[config.mk]
export PLATFORM = sky130hd
export DESIGN_NAME = hall_direction_speed_decoder_unit
export DESIGN_NICKNAME = d
export VERILOG_FILES = /design/src/rtl/core/hdsd_pkg.sv /design/src/rtl/core/hdsd_datapath.sv /design/src/rtl/core/hdsd_ctrl.sv /design/src/rtl/core/hall_direction_speed_decoder_unit.sv
export SDC_FILE = /design/constraint.sdc
export NUM_CORES = 2
export LEC_CHECK = 0
export BUFFER_PORTS_ARGS = -buffer_cell sky130_fd_sc_hd__buf_2
export CAP_MARGIN = 20
export CORE_UTILIZATION = 56
export DETAILED_ROUTE_END_ITERATION = 6
export PLACE_DENSITY = 0.87
export SETUP_SLACK_MARGIN = 0.1
export SLEW_MARGIN = 20
export SYNTH_ARGS = -nofsm -noshare
export SYNTH_HDL_FRONTEND = slang
export SYNTH_SLANG_ARGS = --single-unit
[constraint.sdc]
create_clock -name clk -period 13.1 [get_ports clk]
set_input_delay 0.655 -clock clk [delete_from_list [all_inputs] [get_ports clk]]
set_output_delay 0.655 -clock clk [all_outputs]
set_load 0.02 [all_outputs]
[src/rtl/core/hdsd_pkg.sv]
package hdsd_pkg;

  // window geometry and derived widths
  localparam int unsigned WINDOW_DEPTH = 6;
  localparam int unsigned SLOT_W  = (WINDOW_DEPTH > 1) ? $clog2(WINDOW_DEPTH) : 1;
  localparam int unsigned FILL_W  = $clog2(WINDOW_DEPTH + 1);
  localparam int unsigned TOT_W   = 32 + ((WINDOW_DEPTH > 1) ? $clog2(WINDOW_DEPTH) : 0);
  localparam int unsigned MILLI_SCALE = 1000;
  localparam int unsigned PHASES  = 6;
  localparam int unsigned SCALE_W = $clog2(MILLI_SCALE * WINDOW_DEPTH + 1);
  localparam int unsigned NUM_W   = 32 + SCALE_W;
  localparam int unsigned DEN_W   = TOT_W + 3;
  localparam int unsigned CNT_W   = $clog2(NUM_W);

  // configuration register indexes
  localparam int unsigned CFG_IDX_W = 1;
  localparam logic [CFG_IDX_W-1:0] REG_FWD_SEQ = 1'd0;
  localparam logic [CFG_IDX_W-1:0] REG_CLK_HZ  = 1'd1;

  localparam logic [17:0] FWD_SEQ_RST = 18'd137907;
  localparam logic [31:0] CLK_HZ_RST  = 32'd100000000;

  // item opcodes
  localparam logic OP_START = 1'b0;
  localparam logic OP_EDGE  = 1'b1;

  typedef enum logic [2:0] {
    ST_IDLE,
    ST_MUL,
    ST_DIV,
    ST_FREQ,
    ST_OUT
  } state_t;

  // controller to datapath
  typedef struct packed {
    logic exec;
    logic mul;
    logic div_step;
    logic freq_wr;
    logic out_ld;
  } cmd_t;

  // datapath to controller
  typedef struct packed {
    logic need_div;
    logic div_last;
    logic out_free;
  } sts_t;

endpackage

[src/rtl/core/hdsd_datapath.sv]
module hdsd_datapath (
  input  logic               clk,
  input  logic               rst_n,
  input  hdsd_pkg::cmd_t     cmd,
  output hdsd_pkg::sts_t     sts,
  input  logic               cfg_we,
  input  logic [hdsd_pkg::CFG_IDX_W-1:0] cfg_idx,
  input  logic [31:0]        cfg_wdata,
  input  logic               in_op,
  input  logic [2:0]         in_hall_state,
  input  logic [31:0]        in_ext_count,
  input  logic [31:0]        in_edge_time,
  output logic               out_valid,
  input  logic               out_stall,
  output logic               out_accepted,
  output logic [2:0]         out_current_hall,
  output logic               out_hall_valid,
  output logic signed [1:0]  out_rotation,
  output logic [31:0]        out_last_good_time,
  output logic [31:0]        out_last_ext_count,
  output logic [31:0]        out_frequency_millihz,
  output logic [31:0]        out_frequency_updates,
  output logic [31:0]        out_forward_steps,
  output logic [31:0]        out_reverse_steps,
  output logic [31:0]        out_duplicate_edges,
  output logic [31:0]        out_invalid_edges
);
  import hdsd_pkg::*;

  // successor of a hall state in a packed forward table
  function automatic logic [2:0] succ_of(input logic [17:0] tbl, input logic [2:0] s);
    logic [2:0] n;
    n = 3'd0;
    case (s)
      3'd1: n = tbl[2:0];
      3'd2: n = tbl[5:3];
      3'd3: n = tbl[8:6];
      3'd4: n = tbl[11:9];
      3'd5: n = tbl[14:12];
      3'd6: n = tbl[17:15];
      default: n = 3'd0;
    endcase
    return n;
  endfunction

  // table must be one closed 1..6 cycle of single-bit steps
  function automatic logic tbl_ok(input logic [17:0] tbl);
    logic       ok;
    logic [7:0] seen;
    logic [2:0] s;
    logic [2:0] n;
    logic [2:0] d;
    ok = 1'b1;
    seen = 8'd0;
    for (int k = 1; k <= 6; k++) begin
      n = succ_of(tbl, 3'(k));
      d = 3'(k) ^ n;
      if (n == 3'd0 || n == 3'd7) ok = 1'b0;
      if (d != 3'd1 && d != 3'd2 && d != 3'd4) ok = 1'b0;
    end
    s = 3'd1;
    for (int k = 0; k < 6; k++) begin
      if (seen[s]) ok = 1'b0;
      seen[s] = 1'b1;
      s = succ_of(tbl, s);
    end
    if (s != 3'd1) ok = 1'b0;
    return ok;
  endfunction

  // config and latched copies
  logic [17:0] cfg_fwd_r, fwd_l_r, fwd_l_nxt;
  logic [31:0] cfg_clk_r, clk_l_r, clk_l_nxt;

  // decoder state
  logic              armed_r, armed_nxt;
  logic [2:0]        hall_r, hall_nxt;
  logic signed [1:0] dir_r, dir_nxt;
  logic signed [1:0] wdir_r, wdir_nxt;
  logic [31:0]       good_r, good_nxt;
  logic [31:0]       wstart_r, wstart_nxt;
  logic [SLOT_W-1:0] slot_r, slot_nxt;
  logic [FILL_W-1:0] fill_r, fill_nxt;
  logic [TOT_W-1:0]  total_r, total_nxt;
  logic [31:0]       ecs_r, ecs_nxt;
  logic [31:0]       freq_r, freq_nxt;
  logic [31:0]       upd_r, upd_nxt;
  logic [31:0]       fwd_cnt_r, fwd_cnt_nxt;
  logic [31:0]       rev_cnt_r, rev_cnt_nxt;
  logic [31:0]       dup_cnt_r, dup_cnt_nxt;
  logic [31:0]       inv_cnt_r, inv_cnt_nxt;
  logic              acc_r, acc_nxt;
  logic              need_div;
  logic              win_we;
  logic [31:0]       win_r [WINDOW_DEPTH];

  // divider
  logic [NUM_W-1:0]  num_r;
  logic [DEN_W-1:0]  den_r;
  logic [DEN_W-1:0]  rem_r;
  logic [NUM_W-1:0]  quot_r;
  logic [CNT_W-1:0]  cnt_r;
  logic [DEN_W:0]    rem_sh;
  logic              q_bit;
  logic [SCALE_W-1:0] scale;

  logic [31:0] iv;
  logic [2:0]  prev;
  logic        nv, pv;

  // config write port
  always_ff @(posedge clk) begin
    if (!rst_n) begin
      cfg_fwd_r <= FWD_SEQ_RST;
      cfg_clk_r <= CLK_HZ_RST;
    end else if (cfg_we) begin
      case (cfg_idx)
        REG_FWD_SEQ: cfg_fwd_r <= cfg_wdata[17:0];
        REG_CLK_HZ:  cfg_clk_r <= cfg_wdata;
        default: ;
      endcase
    end
  end

  // item evaluation
  always_comb begin
    fwd_l_nxt = fwd_l_r;   clk_l_nxt = clk_l_r;
    armed_nxt = armed_r;   hall_nxt = hall_r;
    dir_nxt = dir_r;       wdir_nxt = wdir_r;
    good_nxt = good_r;     wstart_nxt = wstart_r;
    slot_nxt = slot_r;     fill_nxt = fill_r;
    total_nxt = total_r;   ecs_nxt = ecs_r;
    freq_nxt = freq_r;     upd_nxt = upd_r;
    fwd_cnt_nxt = fwd_cnt_r; rev_cnt_nxt = rev_cnt_r;
    dup_cnt_nxt = dup_cnt_r; inv_cnt_nxt = inv_cnt_r;
    acc_nxt = acc_r;
    need_div = 1'b0;
    win_we = 1'b0;
    prev = hall_r;
    nv = (in_hall_state != 3'd0) && (in_hall_state != 3'd7);
    pv = (prev != 3'd0) && (prev != 3'd7);
    iv = in_edge_time - wstart_r;

    if (cmd.exec) begin
      acc_nxt = 1'b0;
      if (in_op == OP_START) begin
        armed_nxt = 1'b0;  hall_nxt = 3'd0;
        dir_nxt = 2'sd0;   wdir_nxt = 2'sd0;
        good_nxt = 32'd0;  ecs_nxt = 32'd0;
        freq_nxt = 32'd0;  upd_nxt = 32'd0;
        fwd_cnt_nxt = 32'd0; rev_cnt_nxt = 32'd0;
        dup_cnt_nxt = 32'd0; inv_cnt_nxt = 32'd0;
        total_nxt = '0; wstart_nxt = 32'd0; slot_nxt = '0; fill_nxt = '0;
        if (tbl_ok(cfg_fwd_r) && cfg_clk_r != 32'd0) begin
          fwd_l_nxt = cfg_fwd_r;
          clk_l_nxt = cfg_clk_r;
          hall_nxt = in_hall_state;
          good_nxt = in_edge_time;
          wstart_nxt = in_edge_time;
          armed_nxt = 1'b1;
          acc_nxt = 1'b1;
        end
      end else if (armed_r) begin
        hall_nxt = in_hall_state;
        ecs_nxt = in_ext_count;
        if (in_hall_state == prev) begin
          dup_cnt_nxt = dup_cnt_r + 32'd1;
        end else if (!nv || !pv ||
                     (succ_of(fwd_l_r, prev) != in_hall_state &&
                      succ_of(fwd_l_r, in_hall_state) != prev)) begin
          // invalid state or illegal step
          inv_cnt_nxt = inv_cnt_r + 32'd1;
          dir_nxt = 2'sd0; wdir_nxt = 2'sd0; freq_nxt = 32'd0;
          total_nxt = '0; wstart_nxt = in_edge_time; slot_nxt = '0; fill_nxt = '0;
        end else begin
          if (succ_of(fwd_l_r, prev) == in_hall_state) begin
            fwd_cnt_nxt = fwd_cnt_r + 32'd1;
            dir_nxt = 2'sd1;
          end else begin
            rev_cnt_nxt = rev_cnt_r + 32'd1;
            dir_nxt = -2'sd1;
          end
          good_nxt = in_edge_time;
          acc_nxt = 1'b1;
          if (dir_nxt != wdir_r) begin
            // direction change restarts the window
            wdir_nxt = dir_nxt; freq_nxt = 32'd0;
            total_nxt = '0; wstart_nxt = in_edge_time; slot_nxt = '0; fill_nxt = '0;
          end else begin
            wstart_nxt = in_edge_time;
            if (iv != 32'd0) begin
              win_we = 1'b1;
              need_div = 1'b1;
              if (fill_r >= FILL_W'(WINDOW_DEPTH)) begin
                total_nxt = total_r - TOT_W'(win_r[slot_r]) + TOT_W'(iv);
              end else begin
                fill_nxt = fill_r + FILL_W'(1);
                total_nxt = total_r + TOT_W'(iv);
              end
              slot_nxt = (slot_r == SLOT_W'(WINDOW_DEPTH - 1)) ? '0 : slot_r + SLOT_W'(1);
              upd_nxt = upd_r + 32'd1;
            end
          end
        end
      end
    end

    if (cmd.freq_wr) begin
      freq_nxt = (quot_r[NUM_W-1:32] != '0) ? 32'hFFFF_FFFF : quot_r[31:0];
    end
  end

  always_ff @(posedge clk) begin
    if (!rst_n) begin
      fwd_l_r <= '0;   clk_l_r <= '0;
      armed_r <= 1'b0; hall_r <= '0;
      dir_r <= '0;     wdir_r <= '0;
      good_r <= '0;    wstart_r <= '0;
      slot_r <= '0;    fill_r <= '0;
      total_r <= '0;   ecs_r <= '0;
      freq_r <= '0;    upd_r <= '0;
      fwd_cnt_r <= '0; rev_cnt_r <= '0;
      dup_cnt_r <= '0; inv_cnt_r <= '0;
      acc_r <= 1'b0;
    end else begin
      fwd_l_r <= fwd_l_nxt;   clk_l_r <= clk_l_nxt;
      armed_r <= armed_nxt;   hall_r <= hall_nxt;
      dir_r <= dir_nxt;       wdir_r <= wdir_nxt;
      good_r <= good_nxt;     wstart_r <= wstart_nxt;
      slot_r <= slot_nxt;     fill_r <= fill_nxt;
      total_r <= total_nxt;   ecs_r <= ecs_nxt;
      freq_r <= freq_nxt;     upd_r <= upd_nxt;
      fwd_cnt_r <= fwd_cnt_nxt; rev_cnt_r <= rev_cnt_nxt;
      dup_cnt_r <= dup_cnt_nxt; inv_cnt_r <= inv_cnt_nxt;
      acc_r <= acc_nxt;
    end
  end

  // interval window; entries past fill are never read
  always_ff @(posedge clk) begin
    if (win_we) win_r[slot_r] <= iv;
  end

  // numerator and divisor setup, then restoring divide one bit a cycle
  assign scale  = SCALE_W'(fill_r) * SCALE_W'(MILLI_SCALE);
  assign rem_sh = {rem_r, num_r[NUM_W-1]};
  assign q_bit  = (rem_sh >= {1'b0, den_r});

  always_ff @(posedge clk) begin
    if (cmd.mul) begin
      num_r  <= NUM_W'(clk_l_r) * NUM_W'(scale);
      den_r  <= DEN_W'(total_r) * DEN_W'(PHASES);
      rem_r  <= '0;
      quot_r <= '0;
      cnt_r  <= '0;
    end else if (cmd.div_step) begin
      num_r  <= {num_r[NUM_W-2:0], 1'b0};
      rem_r  <= q_bit ? DEN_W'(rem_sh - {1'b0, den_r}) : rem_sh[DEN_W-1:0];
      quot_r <= {quot_r[NUM_W-2:0], q_bit};
      cnt_r  <= cnt_r + CNT_W'(1);
    end
  end

  // result register
  always_ff @(posedge clk) begin
    if (!rst_n) begin
      out_valid <= 1'b0;
    end else if (cmd.out_ld) begin
      out_valid <= 1'b1;
    end else if (!out_stall) begin
      out_valid <= 1'b0;
    end
  end

  always_ff @(posedge clk) begin
    if (cmd.out_ld) begin
      out_accepted          <= acc_r;
      out_current_hall      <= hall_r;
      out_hall_valid        <= (hall_r != 3'd0) && (hall_r != 3'd7);
      out_rotation          <= dir_r;
      out_last_good_time    <= good_r;
      out_last_ext_count    <= ecs_r;
      out_frequency_millihz <= freq_r;
      out_frequency_updates <= upd_r;
      out_forward_steps     <= fwd_cnt_r;
      out_reverse_steps     <= rev_cnt_r;
      out_duplicate_edges   <= dup_cnt_r;
      out_invalid_edges     <= inv_cnt_r;
    end
  end

  assign sts.need_div = need_div;
  assign sts.div_last = (cnt_r == CNT_W'(NUM_W - 1));
  assign sts.out_free = !out_valid || !out_stall;

  // window bookkeeping stays consistent
  a_fill_range: assert property (@(posedge clk) disable iff (!rst_n)
    fill_r <= FILL_W'(WINDOW_DEPTH)) else $error("window fill overflow");
  a_empty_total: assert property (@(posedge clk) disable iff (!rst_n)
    fill_r == '0 |-> total_r == '0) else $error("empty window with nonzero total");
  a_disarmed_dir: assert property (@(posedge clk) disable iff (!rst_n)
    !armed_r |-> (dir_r == 2'sd0 && wdir_r == 2'sd0)) else $error("direction while disarmed");
  a_div_den: assert property (@(posedge clk) disable iff (!rst_n)
    cmd.div_step |-> den_r != '0) else $error("divide by zero total");

endmodule

[src/rtl/core/hdsd_ctrl.sv]
module hdsd_ctrl (
  input  logic           clk,
  input  logic           rst_n,
  input  logic           in_valid,
  output logic           in_stall,
  input  hdsd_pkg::sts_t sts,
  output hdsd_pkg::cmd_t cmd
);
  import hdsd_pkg::*;

  state_t state_r, state_nxt;

  // next state
  always_comb begin
    state_nxt = state_r;
    unique case (state_r)
      ST_IDLE: if (in_valid) state_nxt = sts.need_div ? ST_MUL : ST_OUT;
      ST_MUL:  state_nxt = ST_DIV;
      ST_DIV:  if (sts.div_last) state_nxt = ST_FREQ;
      ST_FREQ: state_nxt = ST_OUT;
      ST_OUT:  if (sts.out_free) state_nxt = ST_IDLE;
      default: state_nxt = ST_IDLE;
    endcase
  end

  always_ff @(posedge clk) begin
    if (!rst_n) state_r <= ST_IDLE;
    else        state_r <= state_nxt;
  end

  // commands
  always_comb begin
    cmd = '0;
    in_stall = 1'b1;
    unique case (state_r)
      ST_IDLE: begin
        in_stall = 1'b0;
        cmd.exec = in_valid;
      end
      ST_MUL:  cmd.mul = 1'b1;
      ST_DIV:  cmd.div_step = 1'b1;
      ST_FREQ: cmd.freq_wr = 1'b1;
      ST_OUT:  cmd.out_ld = sts.out_free;
      default: ;
    endcase
  end

  a_exec_idle: assert property (@(posedge clk) disable iff (!rst_n)
    cmd.exec |-> !in_stall) else $error("item taken while busy");
  a_div_after_mul: assert property (@(posedge clk) disable iff (!rst_n)
    cmd.mul |=> cmd.div_step) else $error("divide did not follow setup");
  a_freq_after_div: assert property (@(posedge clk) disable iff (!rst_n)
    cmd.freq_wr |-> $past(cmd.div_step)) else $error("frequency written without divide");

endmodule

[src/rtl/core/hall_direction_speed_decoder_unit.sv]
// channel  | direction | handshake            | payload
// cfg      | in        | cfg_we               | cfg_idx, cfg_wdata
// in       | in        | in_valid / in_stall  | op, hall_state, ext_count, edge_time
// out      | out       | out_valid / out_stall| accepted .. invalid_edges
// A start, a duplicate, an invalid, a zero-interval or a window-restarting edge goes
// straight to output load. A step that adds a window sample runs one setup multiply,
// then a restoring divide, one bit per cycle, plus frequency write and output load.
// Reset (rst_n low, synchronous) clears all counters, disarms the block and
// restores the forward table and clock registers to their defaults.
// A stalled result holds; a new word is taken while the previous one waits.
module hall_direction_speed_decoder_unit (
  input  logic               clk,
  input  logic               rst_n,
  input  logic               cfg_we,
  input  logic [hdsd_pkg::CFG_IDX_W-1:0] cfg_idx,
  input  logic [31:0]        cfg_wdata,
  input  logic               in_valid,
  output logic               in_stall,
  input  logic               in_op,
  input  logic [2:0]         in_hall_state,
  input  logic [31:0]        in_ext_count,
  input  logic [31:0]        in_edge_time,
  output logic               out_valid,
  input  logic               out_stall,
  output logic               out_accepted,
  output logic [2:0]         out_current_hall,
  output logic               out_hall_valid,
  output logic signed [1:0]  out_rotation,
  output logic [31:0]        out_last_good_time,
  output logic [31:0]        out_last_ext_count,
  output logic [31:0]        out_frequency_millihz,
  output logic [31:0]        out_frequency_updates,
  output logic [31:0]        out_forward_steps,
  output logic [31:0]        out_reverse_steps,
  output logic [31:0]        out_duplicate_edges,
  output logic [31:0]        out_invalid_edges
);
  import hdsd_pkg::*;

  cmd_t cmd;
  sts_t sts;

  hdsd_ctrl u_ctrl (
    .clk      (clk),
    .rst_n    (rst_n),
    .in_valid (in_valid),
    .in_stall (in_stall),
    .sts      (sts),
    .cmd      (cmd)
  );

  hdsd_datapath u_dp (
    .clk                   (clk),
    .rst_n                 (rst_n),
    .cmd                   (cmd),
    .sts                   (sts),
    .cfg_we                (cfg_we),
    .cfg_idx               (cfg_idx),
    .cfg_wdata             (cfg_wdata),
    .in_op                 (in_op),
    .in_hall_state         (in_hall_state),
    .in_ext_count          (in_ext_count),
    .in_edge_time          (in_edge_time),
    .out_valid             (out_valid),
    .out_stall             (out_stall),
    .out_accepted          (out_accepted),
    .out_current_hall      (out_current_hall),
    .out_hall_valid        (out_hall_valid),
    .out_rotation          (out_rotation),
    .out_last_good_time    (out_last_good_time),
    .out_last_ext_count    (out_last_ext_count),
    .out_frequency_millihz (out_frequency_millihz),
    .out_frequency_updates (out_frequency_updates),
    .out_forward_steps     (out_forward_steps),
    .out_reverse_steps     (out_reverse_steps),
    .out_duplicate_edges   (out_duplicate_edges),
    .out_invalid_edges     (out_invalid_edges)
  );

endmodule
# Yosys cells after proc, flatten, opt, wreduce, memory -nomap -nowiden

Memories as Yosys holds them, arrays and structs flattened. A register that Yosys moved wholly into a read port is not among the register bits.
Cells that the tools add are included.

Flip-flop bits (word level): 873
Memory bits (writable): 192
Memory bits (read-only): 8
Input bits: 106
Output and inout bits: 265
Word-level logic and storage cells: 434
Memories: 2

Add/subtract/negate cells: 13
$mul: 3
$lt $le $gt $ge: 11
Equal/unequal tests: 99
Mux-type cells: 191
Bitwise gates (word level): 11
Reduce and logical (&&, ||, !) cells: 64

Memory list:

| memory          | words | bits a word | read ports | clocked after memory_dff | write ports | line                | RTL |
|---|---|---|---|---|---|---|---|
| u_dp.win_r      | 6     | 32          | 1          | 1                        | 1           | hdsd_datapath.sv:95 | `logic [31:0] win_r [WINDOW_DEPTH];` |
| (no name shown) | 8     | 1           | 1          | 0                        | 0           | hdsd_datapath.sv:63 | `if (seen[s]) ok = 1'b0;` |

Operator list:

| cell                                                                     | number |
|---|---|
| 32-bit two-way mux                                                       | 41 |
| 35-bit two-way mux                                                       | 7 |
| 3-bit two-way mux                                                        | 58 |
| 32-bit by 1-bit adder with 32-bit output (second input constant)         | 5 |
| 3-bit case mux with 6 select lines                                       | 7 |
| 45-bit two-way mux                                                       | 2 |
| 3-bit == test (second input constant)                                    | 29 |
| 35-bit by 32-bit adder with 35-bit output                                | 2 |
| 32-bit nonzero test                                                      | 2 |
| 1-bit two-way mux                                                        | 51 |
| 3-bit by 2-bit == test with 1-bit output (second input constant)         | 16 |
| 32-bit by 10-bit multiplier with 42-bit output                           | 1 |
| 39-bit by 38-bit greater-or-equal comparator with 1-bit output           | 1 |
| 38-bit two-way mux                                                       | 1 |
| 38-bit subtractor                                                        | 1 |
| 35-bit by 2-bit multiplier with 37-bit output (second input constant)    | 1 |
| 35-bit by 32-bit subtractor with 35-bit output                           | 1 |
| 32-bit subtractor                                                        | 1 |
| 2-bit two-way mux                                                        | 15 |
| 3-bit by 1-bit inequality test with 1-bit output (second input constant) | 9 |
| 3-bit inequality test (second input constant)                            | 9 |
| 3-bit by 1-bit == test with 1-bit output (second input constant)         | 8 |
| 8-bit OR                                                                 | 3 |
| 3-bit logical NOT                                                        | 7 |
| other kinds (31)                                                         | 114 |

# Longest topological paths before layout

Word-level depth: 31
Gate-level depth with buffers: 34
Mapped depth without buffers: 31

# Hierarchy

From an unflattened synthesis, not the netlist that was laid out.

Cell total of the unflattened synthesis: 5946
Area total of the unflattened synthesis: 60854.6 um^2

Modules (own cells, without submodules):

| module        | instances | cells an instance | area each (um^2) | sequential area each (um^2) |
|---|---|---|---|---|
| hdsd_datapath | 1         | 5923              | 60665.7          | 26665.6 |
| hdsd_ctrl     | 1         | 23                | 188.9            | 60.1 |

# Least setup slack after synthesis

OpenSTA, ideal clock, no wires.

Path type: register to register
Start point: register u_ctrl.state_r[1]
End point: register u_dp.out_accepted (enable)
Library setup time: 0.975 ns
Arrival time: 13.329 ns
Data required time: 12.125 ns
Path slack: -1.205 ns
Stages on the path, launching flop included: 5
Path buffers: 1
Period minus slack after synthesis: 14.305 ns
Cells stage by stage: dfxtp_1 > clkbuf_1 > nor2_1 > nand2_1 > a21oi_1

RTL lines:

| item                   | line                 | RTL |
|---|---|---|
| start, declared        | hdsd_ctrl.sv:11      | `state_t state_r, state_nxt;` |
| start signal, assigned | hdsd_ctrl.sv:28      | `else state_r <= state_nxt;` |
| end signal, assigned   | hdsd_datapath.sv:277 | `out_accepted <= acc_r;` |
| end, declared          | hdsd_datapath.sv:15  | `output logic out_accepted,` |

# Worst setup path in the final report

Start point: register u_dp.fill_r[1]
End point: register u_dp.num_r[44], data pin

Longest elaborated chain between the ends: 3

Ends and longest elaborated chain:

| item                                           | line                 | RTL |
|---|---|---|
| start, declared                                | hdsd_datapath.sv:83  | `logic [FILL_W-1:0] fill_r, fill_nxt;` |
| start signal, assigned                         | hdsd_datapath.sv:230 | `slot_r <= slot_nxt; fill_r <= fill_nxt;` |
| 3-bit by 7-bit multiplier with 10-bit output   | hdsd_datapath.sv:245 | `assign scale = SCALE_W'(fill_r) * SCALE_W'(MILLI_SCALE);` |
| 32-bit by 10-bit multiplier with 42-bit output | hdsd_datapath.sv:251 | `num_r <= NUM_W'(clk_l_r) * NUM_W'(scale);` |
| 45-bit two-way mux                             | hdsd_datapath.sv:250 | `if (cmd.mul) begin` |
| end signal, assigned                           | hdsd_datapath.sv:251 |  |
| end signal, assigned                           | hdsd_datapath.sv:257 | `num_r <= {num_r[NUM_W-2:0], 1'b0};` |
| end, declared                                  | hdsd_datapath.sv:98  | `logic [NUM_W-1:0] num_r;` |

No other way between the ends.
A chain may end at the register's enable or synchronous reset.

==> results.yml <==
logic_synthesis:
  synth.distinct_cells: 94
  synth_top_area_share_pct: 27.0
  syn_area_per_cell_um2: 10.2
  synth_seq_cells: 1068
  synthArstFlopShare_pct: 0
  yosysTopAreaCell: "edfxtp_1"
  synth_compound_area_share_pct: 12.8
  ys_seq_area_share_pct: 45.0
  synthMuxAreaShare_pct: 3.54
  synth_nets: 6490
  synth_cells: 5843
  synthXorXnorAreaFrac_pct: 4.72
  synth.area.top_cells: "edfxtp_1, dfxtp_1, fa_1, ha_1, nand2_1"
  synth_ff_type: "edfxtp_1"
  synth_fa_ha_area_share_pct: 14.9
  yosys_warnings: 0
  synth_edf_count: 534
  yosys.area_share.simple_pct: 14.0
  synth_top_family_by_area: "adder cells"
  netlist_area_um2: 59300
clock_network:
  numCtsBuffers: 103
  cts_tree: "yes"
  cts_buffer_depth: 3
  cts-hold-fix-buffers: 0
  clock_latency_ns: 0.72
  postCtsSetupBuffers: 0
  clk_pin_slew_worst_paths_ns: 0.06
  clockRootBuffer: "clkbuf_16"
  cts_resized: 0
  clock-sinks: 1068
  cts-htree-levels: 3
power:
  seq_power_share_pct: 47.0
  power_w: 0.00780
  power.density_nw_per_um2: 118
  comb_power_share_pct: 13.4
  power_leakage_nw: 26.9
  p_sw_w: 0.00206
  clockPowerShare_pct: 39.6
  ir_drop_uv: 132
  cell_internal_pwr_w: 0.00575
  switching_share_pct: 26.3
detailed_routing:
  drt_wl_total_um: 149000
  via_per_inst: 5.90
  antenna_left: 0
  drt_first_iter_violations: 3761
  drc: 0
  drt-pass1-iter-count: 6
  num_vias: 44823
  wl_per_cell_um: 19.6
finish:
  nNetsFinal: 6759
  multi_input_area_um2: 29800
  final-seq-area_um2: 26700
  final_cell_count_no_fill: 7601
  utilization_pct: 62.9
  area_growth_pct: 11.4
  fill_cells: 7843
  drive_gt1_share_pct: 12.1
critical_path:
  cp_slowest_cell: "fa_1"
  endpoint_kind: "flip-flop"
  cp_num_buf_inv: 5
  cp_top_family: "adder cells"
  worstPathRequired_ns: 13.53
  path_class: "reg -> reg"
  max_stage_delay_ns: 0.61
  worstPathMaxFanout: 38
  arrival_ns: 9.74
  critPathLaunchType: "flip-flop"
placed_design:
  place_congestion: 0.938
  hpwlAfterDp_um: 105000
  dp.cells: 7398
  port_buffers: 370
global_routing:
  grt_max_degree: 101
  grt_pass1_wl_um: 236000
  groute.usage.overall_pct: 27.3
  first_global_vias: 44742
  grt-ovfl-total: 0
  antenna_found_initial: 11
floorplan:
  core_area_um2: 105000
  placement_rows: 119
  fp.dieH_um: 328
  start_util_pct: 56.5
  fp.dieArea_um2: 107000
  die_w_um: 328
  ios: 371
sta:
  hold_viol: 0
  fin_skew_ns: 0.0313
  period_share_pct: 71.1
  worst_pin_slew_ns: 1.09
  tns_ns: 0
  layout_min_cycle_time_ns: 9.31
  timing.slew.headroom_pct: 27.2
  rsz0062_at_grt: "false"
  slew_viol_final: 0
  fmax_mhz: 107
  setup_violations: 0
min_path:
  holdCritPathClass: "in -> reg"
outcome:
  outcome: "completed"
job:
  max_cap_violations: 0
-- through the flow --
step           hold slack, ns  cell area, um^2  setup slack [ns]
6_report                0.155            66100              3.79
5_1_grt                 0.168            66100              3.40
4_1_cts                 0.120            66100              3.68
3_5_place_dp            0.415            62500              3.69
3_3_place_gp            0.412            62500              3.87
2_1_floorplan           0.408            59400              4.53
-- synthesized netlist by cell type (157+ instances only) --
master,n
nor2_1,313
clkbuf_1,237
inv_1,496
o21ai_0,319
a21oi_1,342
fa_1,278
and2_1,157
dfxtp_1,534
xor2_1,180
edfxtp_1,534
ha_1,263
nand2_1,780
-- registers in the layout, indices dropped and copies added, names as in the netlist, 35 cells and up, named ones only --
signal        flops
u_dp.den_r       37
u_dp.num_r       42
u_dp.quot_r      45
u_dp.rem_r       38
u_dp.total_r     35
u_dp.win_r      192
-- power groups by stage --
| stage | clock network [W] | registers, W | logic (W) |
|---|---|---|---|
| 2_1_floorplan | 0 | 0.00377 | 0.000704 |
| 3_3_place_gp | 0 | 0.00373 | 0.000983 |
| 3_5_place_dp | 0 | 0.00373 | 0.00102 |
| 4_1_cts | 0.00312 | 0.00366 | 0.00103 |
| 5_1_grt | 0.00324 | 0.00367 | 0.00114 |
| 6_report | 0.00309 | 0.00366 | 0.00105 |
-- metal layers --
layer	track usage, %	vias to the layer above	wire length [um]
met5	0	-	28
met2	46.5	1920	72900
met4	14.5	6	8220
met1	33.0	21606	57400
li1	-	20753	-
met3	5.01	538	10800
-- cell usage in the layout (no fill, tap or decap), types with 17 or more instances in the layout --
cell type  instances
nand2_1          778
edfxtp_1         534
dfxtp_1          532
inv_1            493
buf_2            369
a21oi_1          339
o21ai_0          319
nor2_1           307
fa_1             276
ha_1             262
xor2_1           179
and2_1           156
xnor2_1          139
nand3_1          128
mux2i_1          122
clkbuf_16        107
a21o_1            83
buf_4             68
and3_1            65
nor2b_1           62
or3_1             57
nor3_1            53
a22o_1            47
nand2b_1          39
nand4_1           37
o21bai_1          35
o21a_1            34
a22oi_1           34
a32oi_1           33
mux4_2            32
o21ai_2           32
a31oi_1           29
clkbuf_1          25
o22ai_1           24
and4_1            23
o211ai_1          22
nor4_1            19
o31ai_1           17
-- layout make-up --
type                            count  area share [%]
Antenna cell                       10          0.0379
Clock buffer                      144            4.44
Clock inverter                     49           0.907
Inverter                          497            2.83
Multi-Input combinational cell   4003            45.1
Sequential cell                  1068            40.4
Tap cell                         1391            2.63
Timing Repair Buffer              439            3.60
-- worst paths after layout --
check                 startpoint                          end  slack, ns  cells past startpoint
setup / recovery  u_dp.fill_r[1]               u_dp.num_r[44]       3.79                     31
hold / removal     cfg_wdata[21]           u_dp.cfg_clk_r[21]       0.16                      3
setup reg to reg  u_dp.fill_r[1]               u_dp.num_r[44]       3.79                     31
hold reg to reg   u_dp.ecs_r[29]  u_dp.out_last_ext_count[29]       0.43                      0
-- cell families after synthesis --
group | Yosys count
compound gates | 1188
xor+xnor | 320
fa+ha+maj | 541
buf+inv | 772
flops | 1068
mux | 167
simple gates | 1787
-- worst register-to-register path: cells and delay by family, from the launching register on --
kind / cells / cell delay, ns
and+or+nand+nor: 1 / 0.38
xor gates and xnor gates: 1 / 0.14
DFF: 1 / 0.31
AOI/OAI and AO/OA: 16 / 3.55
buffers and inverters: 5 / 0.61
adders and majority gates: 8 / 4.05
No activity file was read; power rests on OpenSTA's default activity.
